==> src/spq_pkg.sv <==
// shared types and codes for the sorted priority queue
// no dependencies; used by every module of the block
`default_nettype none

package spq_pkg;

  localparam int DATA_W = 32;

  localparam logic [1:0] MODE_ENQ  = 2'd0;
  localparam logic [1:0] MODE_DEQ  = 2'd1;
  localparam logic [1:0] MODE_PEEK = 2'd2;

  localparam logic [1:0] STATUS_OK    = 2'd0;
  localparam logic [1:0] STATUS_EMPTY = 2'd1;
  localparam logic [1:0] STATUS_FULL  = 2'd2;

  localparam int OCC_W = 5;

  typedef struct packed {
    logic signed [DATA_W-1:0] value;
    logic signed [DATA_W-1:0] prio;
  } spq_entry_t;

  typedef struct packed {
    logic       enq;
    logic       deq;
    spq_entry_t item;
  } spq_cmd_t;

endpackage

`default_nettype wire

==> src/spq_cell.sv <==
// one slot of the sorted chain: holds an entry, decides its own insert position
// depends on spq_pkg
`default_nettype none

module spq_cell (
  input  wire logic              clk,
  input  wire logic              occ,
  input  wire logic              is_head,
  input  wire logic              head_first,
  input  wire logic              left_flag,
  input  wire spq_pkg::spq_cmd_t cmd,
  input  wire spq_pkg::spq_entry_t left_entry,
  input  wire spq_pkg::spq_entry_t right_entry,
  output spq_pkg::spq_entry_t    entry,
  output logic                   flag
);

  spq_pkg::spq_entry_t entry_r;
  spq_pkg::spq_entry_t entry_nxt;
  logic beats;
  logic settle;
  logic take_new;

  always_comb begin
    beats    = occ && ($signed(entry_r.prio) > $signed(cmd.item.prio));
    settle   = !occ || !beats;
    flag     = is_head ? head_first : (settle || head_first);
    take_new = flag && !left_flag;
    entry_nxt = entry_r;
    if (cmd.enq) begin
      if (take_new) begin
        entry_nxt = cmd.item;
      end else if (flag) begin
        entry_nxt = left_entry;
      end
    end else if (cmd.deq) begin
      entry_nxt = right_entry;
    end
  end

  always_ff @(posedge clk) begin
    entry_r <= entry_nxt;
  end

  assign entry = entry_r;

endmodule

`default_nettype wire

==> src/sorted_priority_queue_unit.sv <==
// top level of the sorted priority queue: chain of spq_cell slots and a result register
// depends on spq_pkg and spq_cell
//
// usage:
//   input beats on in_*: in_tuser carries the mode (enqueue, dequeue, peek),
//   in_tdata carries the value and priority used by an enqueue.
//   every input beat gives exactly one result beat on out_*: out_tuser holds
//   the status, out_tdata the head value, head priority and occupancy.
//   the result is registered and valid in the cycle after the input beat is taken.
//   throughput: one operation per cycle while the receiver keeps out_tready high;
//   every slot compares against the new priority in parallel and shifts by one
//   place in the same cycle, so the chain length CAPACITY does not change the rate.
//   the result register frees itself in the cycle the receiver takes it, so
//   in_tready stays high while out_tready is high; when the receiver stalls,
//   the pending result holds and in_tready drops until it is taken.
//   reset empties the queue at once (entry count cleared, no clearing pass);
//   slot contents are only read below the entry count.
`default_nettype none

module sorted_priority_queue_unit #(
  parameter int CAPACITY = 16
) (
  input  wire logic        clk,
  input  wire logic        rst_n,
  input  wire logic        in_tvalid,
  output logic             in_tready,
  input  wire logic [63:0] in_tdata,   // item_value [31:0], item_priority [63:32]
  input  wire logic [1:0]  in_tuser,   // mode [1:0]
  output logic             out_tvalid,
  input  wire logic        out_tready,
  output logic [71:0]      out_tdata,  // head_value [31:0], head_priority [63:32],
                                       // occupancy [68:64], zero fill [71:69]
  output logic [1:0]       out_tuser   // status [1:0]
);

  localparam int CW = $clog2(CAPACITY + 1);

  logic [CW-1:0] count_r, count_nxt;
  logic          out_valid_r;
  logic [1:0]    status_r, status_nxt;
  spq_pkg::spq_entry_t head_r, head_nxt;
  logic [spq_pkg::OCC_W-1:0] occ_r;

  spq_pkg::spq_cmd_t   cmd;
  spq_pkg::spq_entry_t cell_entry [CAPACITY];
  logic                cell_flag  [CAPACITY];
  logic                cell_occ   [CAPACITY];
  logic                in_fire;
  logic                full;
  logic                empty;
  logic                head_first;

  assign in_fire   = in_tvalid && in_tready;
  assign in_tready = !out_valid_r || out_tready;
  assign full      = count_r == CW'(CAPACITY);
  assign empty     = count_r == '0;

  assign head_first = !cell_occ[0] ||
                      ($signed(in_tdata[63:32]) > $signed(cell_entry[0].prio));

  always_comb begin
    cmd.item.value = in_tdata[31:0];
    cmd.item.prio  = in_tdata[63:32];
    cmd.enq        = 1'b0;
    cmd.deq        = 1'b0;
    count_nxt      = count_r;
    status_nxt     = spq_pkg::STATUS_OK;
    head_nxt       = '0;
    case (in_tuser)
      spq_pkg::MODE_ENQ: begin
        if (full) begin
          status_nxt = spq_pkg::STATUS_FULL;
        end else begin
          cmd.enq   = in_fire;
          count_nxt = count_r + CW'(1);
        end
      end
      spq_pkg::MODE_DEQ: begin
        if (empty) begin
          status_nxt = spq_pkg::STATUS_EMPTY;
        end else begin
          cmd.deq   = in_fire;
          head_nxt  = cell_entry[0];
          count_nxt = count_r - CW'(1);
        end
      end
      spq_pkg::MODE_PEEK: begin
        if (empty) begin
          status_nxt = spq_pkg::STATUS_EMPTY;
        end else begin
          head_nxt = cell_entry[0];
        end
      end
      default: begin
        status_nxt = spq_pkg::STATUS_OK;
      end
    endcase
  end

  genvar g;
  generate
    for (g = 0; g < CAPACITY; g++) begin : g_cell
      assign cell_occ[g] = count_r > CW'(g);
      if (g == 0) begin : g_head
        spq_cell u_cell (
          .clk         (clk),
          .occ         (cell_occ[g]),
          .is_head     (1'b1),
          .head_first  (head_first),
          .left_flag   (1'b0),
          .cmd         (cmd),
          .left_entry  (cmd.item),
          .right_entry (cell_entry[g+1]),
          .entry       (cell_entry[g]),
          .flag        (cell_flag[g])
        );
      end else if (g == CAPACITY - 1) begin : g_tail
        spq_cell u_cell (
          .clk         (clk),
          .occ         (cell_occ[g]),
          .is_head     (1'b0),
          .head_first  (head_first),
          .left_flag   (cell_flag[g-1]),
          .cmd         (cmd),
          .left_entry  (cell_entry[g-1]),
          .right_entry (cell_entry[g]),
          .entry       (cell_entry[g]),
          .flag        (cell_flag[g])
        );
      end else begin : g_mid
        spq_cell u_cell (
          .clk         (clk),
          .occ         (cell_occ[g]),
          .is_head     (1'b0),
          .head_first  (head_first),
          .left_flag   (cell_flag[g-1]),
          .cmd         (cmd),
          .left_entry  (cell_entry[g-1]),
          .right_entry (cell_entry[g+1]),
          .entry       (cell_entry[g]),
          .flag        (cell_flag[g])
        );
      end
    end
  endgenerate

  always_ff @(posedge clk) begin
    if (!rst_n) begin
      count_r     <= '0;
      out_valid_r <= 1'b0;
    end else begin
      if (in_fire) begin
        count_r     <= count_nxt;
        out_valid_r <= 1'b1;
      end else if (out_tready) begin
        out_valid_r <= 1'b0;
      end
    end
  end

  // result payload, loaded with each accepted beat
  // occupancy is the count masked to the field width
  always_ff @(posedge clk) begin
    if (in_fire) begin
      status_r <= status_nxt;
      head_r   <= head_nxt;
      occ_r    <= spq_pkg::OCC_W'(count_nxt);
    end
  end

  assign out_tvalid = out_valid_r;
  assign out_tuser  = status_r;
  assign out_tdata  = {3'b000, occ_r, head_r.prio, head_r.value};

endmodule

`default_nettype wire

==> config.mk <==
export PLATFORM = sky130hd
export DESIGN_NAME = sorted_priority_queue_unit
export DESIGN_NICKNAME = d
export VERILOG_FILES = /design/src/spq_pkg.sv /design/src/spq_cell.sv /design/src/sorted_priority_queue_unit.sv
export SDC_FILE = /design/constraint.sdc
export NUM_CORES = 2
export LEC_CHECK = 0
export ABC_AREA = 1
export BUFFER_PORTS_ARGS = -buffer_cell sky130_fd_sc_hd__clkbuf_2
export CORE_MARGIN = 2
export CORE_UTILIZATION = 30
export CTS_CLUSTER_DIAMETER = 200
export DETAILED_ROUTE_END_ITERATION = 8
export SETUP_SLACK_MARGIN = 0.05
export SYNTH_ARGS = -nofsm -noshare
export SYNTH_HDL_FRONTEND = slang
export SYNTH_HIERARCHICAL = 1
export SYNTH_SLANG_ARGS = --single-unit
==> constraint.sdc <==
create_clock -name clk -period 12.95 [get_ports clk]
set_input_delay 0.6475 -clock clk [delete_from_list [all_inputs] [get_ports clk]]
set_output_delay 0.6475 -clock clk [all_outputs]
set_load 0.02 [all_outputs]
==> qor.yml <==
synth:
  syn_inst: 11100
  synth_edf_count: 1095
  syn_area_mm2: 0.0877
  synth_top_area_share: 0.375
  synth_flop_cell: "edfxtp_1"
  avgSynthCellArea_um2: 7.89
  synth_top_cell_by_area: "edfxtp_1"
  synthArstFlopShare: 0
  yosysWarnings: 6
  synthDistinctLibCells: 43
  synth_seq_area_share: 0.376
  ys_seq_elements: 1101
  synth_area_leaders: "edfxtp_1 37%, nand2_1 15%, nand3_2 11%, inv_1 9.9%, ha_1 7.9%"
critical_path:
  r2r_cells: 17
  slowest_delay_ns: 0.85
  crit_family: "simple AND/OR/NAND/NOR gates"
  r2r_end: "g_cell[11].g_mid.u_cell/entry[4]"
  crit_type: "register to register"
  crit_path_start: "g_cell[0].g_head.u_cell/entry[31]"
  worst_ep_required_time_ns: 13.47
  r2r-start: "g_cell[0].g_head.u_cell/entry[31]"
  crit_chain: "inv_1, ha_1, nand2_1, nor2_1, nand2_1, nor2_1, nand2_1, nand3_1, nand3_1, nand2_1, inv_1, nand2_4, clkinv_2, nand2_4, nand2_1, nand3_1, nand2_1"
  arrival_ns: 5.73
  crit_path_end_kind: "register"
  slowest_stage: "nand2_4"
  critical_path.most_common_cell: "nand2_1"
  crit_path_end: "g_cell[11].g_mid.u_cell/entry[4]"
  cp.buffers_inverters: 3
  worstSetupPathDepth: 17
  r2r_slack_ns: 7.74
  worst-path-max-fanout: 64
  cp-start-kind: "register"
layout:
  layout-drive-gt1-share: 0.151
  stdcell_area_mm2: 0.0941
  syn_to_final_growth_pct: 7.29
  final_nets: 11600
  final_util: 0.323
pwr:
  swShare: 0.327
  total_power_mw: 10.7
  power.density_mw_per_mm2: 114
  clkPwrFrac: 0.357
  p_leak_nw: 47.1
  p_seq_frac: 0.410
  pwr-share-comb: 0.233
  max-vdd-ir-drop_mv: 0.144
  internal-power_mw: 7.22
  switchingPower_mw: 3.52
timing:
  rsz0062_at_grt: "no"
  finalSetupViolCount: 0
  period_needed_ns: 5.21
  slew_viol_final: 0
  fin_skew_ns: 0.0367
  hold_viol_final: 0
  max_freq_mhz: 192
  worst_slew_pin_slew_ns: 1.12
  period_share: 0.403
  slew_headroom: 0.243
  timing.hold.ws_ns: 0.113
  fin_tns_setup_ns: 0
run:
  drv_cap: 0
status:
  outcome: "complete, no violations"
min_path:
  hold_class: "input pin to register"
clocking:
  cts_buffers: 133
  cts_hold_buf: 0
  cts_tree: "done"
  ctsResizeCount: 0
  clockBufferDepth: 3
  clk_latency_ns: 0.80
  post_cts_buffers: 0
  cts.htree.levels: 4
  cts-root-buf: "clkbuf_16"
  cts_sinks: 1101
  clk_pin_slew_ns: 0.06
placed_design:
  place_area_mm2: 0.0898
  gp_congestion: 0.889
  hpwl_um: 165000
  io_buffer_count: 142
route:
  first_pass_iters: 6
  vias: 66100
  antenna_left: 0
  viasPerCell: 4.42
  drc: 0
  drt-initial-drc-count: 4650
  wl_per_cell_um: 15.0
  wl_um: 224000
grt:
  track_usage: 0.149
  grt_overflow: 0
  grt_max_degree: 150
  grt_pass1_wl_um: 362000
  grt_pass1_vias: 65200
  antenna_found_initial: 14
floorplan:
  fp.dieW_um: 545
  dieArea_mm2: 0.297
  die_h_um: 545
  io_pins: 146
  start_util: 0.301
  rows: 198
  core_area_mm2: 0.291
-- logic make-up after synthesis --
| logic type | count (synthesis) | share of synthesized area |
|---|---|---|
| buffers and inverters | 2909 | 0.154 |
| AND/OR/NAND/NOR | 6135 | 0.365 |
| flip-flops | 1101 | 0.376 |
| adder cells (fa/ha/maj) | 552 | 0.0787 |
| AO/OA/AOI/OAI | 417 | 0.0267 |
| other | 2 | 0.0000856 |
-- cell usage after synthesis, drive strengths merged, types with 2 or more instances --
master  count
nand2    3722
dfxtp       6
o21a       34
conb        2
clkinv     13
nor3b      13
nor2      250
a21oi     245
a21o       33
nand4       7
edfxtp   1095
nor3        5
nand3    2119
and3        3
a31oi      34
nand3b     13
clkbuf    112
buf       427
o21ai      66
ha        552
and2        3
inv      2357
-- metal layers --
layer / up-vias / GRT usage / routed length [um]
li1: 34600 / - / -
met1: 29800 / 0.211 / 111000
met2: 1384 / 0.239 / 97800
met3: 239 / 0.0215 / 11200
met4: 8 / 0.0324 / 3840
met5: - / 0 / 47
-- worst min path at each step --
stage / cells after the start / to / slack, ns / from
after floorplan: 2 / g_cell[0].g_head.u_cell/entry[53] / 0.52 / g_cell[1].g_mid.u_cell/entry[53]
after global placement: 2 / out_tvalid / 0.51 / out_tvalid
after detailed placement: 2 / out_tvalid / 0.51 / out_tvalid
after CTS: 3 / count_r[1] / 0.05 / rst_n
after global routing: 3 / count_r[1] / 0.08 / rst_n
final: 3 / count_r[1] / 0.11 / rst_n
-- per-stage QoR --
step	worst slack, ns	instances
3_3_place_gp	6.99	14700
2_1_floorplan	5.19	11100
4_1_cts	7.57	15000
5_1_grt	7.18	15000
3_5_place_dp	6.92	14700
6_report	7.74	15000
-- layout make-up --
type / count / area, um2
Fill cell: 30800 / 197000
Multi-Input combinational cell: 7124 / 41600
Sequential cell: 1101 / 33000
Inverter: 2370 / 8910
Tap cell: 3900 / 4880
Clock buffer: 164 / 3570
Timing Repair Buffer: 233 / 1420
Clock inverter: 75 / 777
Antenna cell: 3 / 7.51
-- sequential cells by signal, summed over array words and instances, names as in the netlist --
register	count
count_r	5
g_cell.g_mid.u_cell/entry	896
occ_r	5
out_tuser	2
out_tvalid	1
g_cell.g_head.u_cell/entry	64
out_tdata	64
g_cell.g_tail.u_cell/entry	64
-- worst min-delay path, cell delays in order --
cell and delay (ns):
clkbuf_2 0.09, o21ai_0 0.06, nor2_1 0.04
-- power by group through the flow --
stage | registers, mW | clock network [mW] | logic [mW]
2_1_floorplan | 4.47 | 0 | 2.12
3_3_place_gp | 4.47 | 0 | 2.48
3_5_place_dp | 4.48 | 0 | 2.51
4_1_cts | 4.40 | 3.92 | 2.52
5_1_grt | 4.43 | 4.04 | 2.83
6_report | 4.40 | 3.83 | 2.51
-- cells in the final DEF, fill, tap and decap left out, drive strengths merged, types with 3 or more instances in the layout --
cell,n
diode,3
dfxtp,6
nand3,2119
a31oi,34
nor3b,13
nor3,5
a21o,33
and2,3
edfxtp,1095
clkinv,75
nand4,7
nand3b,13
clkinvlp,4
ha,552
nand2,3722
clkbuf,306
buf,91
o21a,34
bufinv,14
a21oi,245
nor2,250
conb,20
o21ai,66
and3,3
inv,2352
No activity file was read; power rests on OpenSTA's default activity.
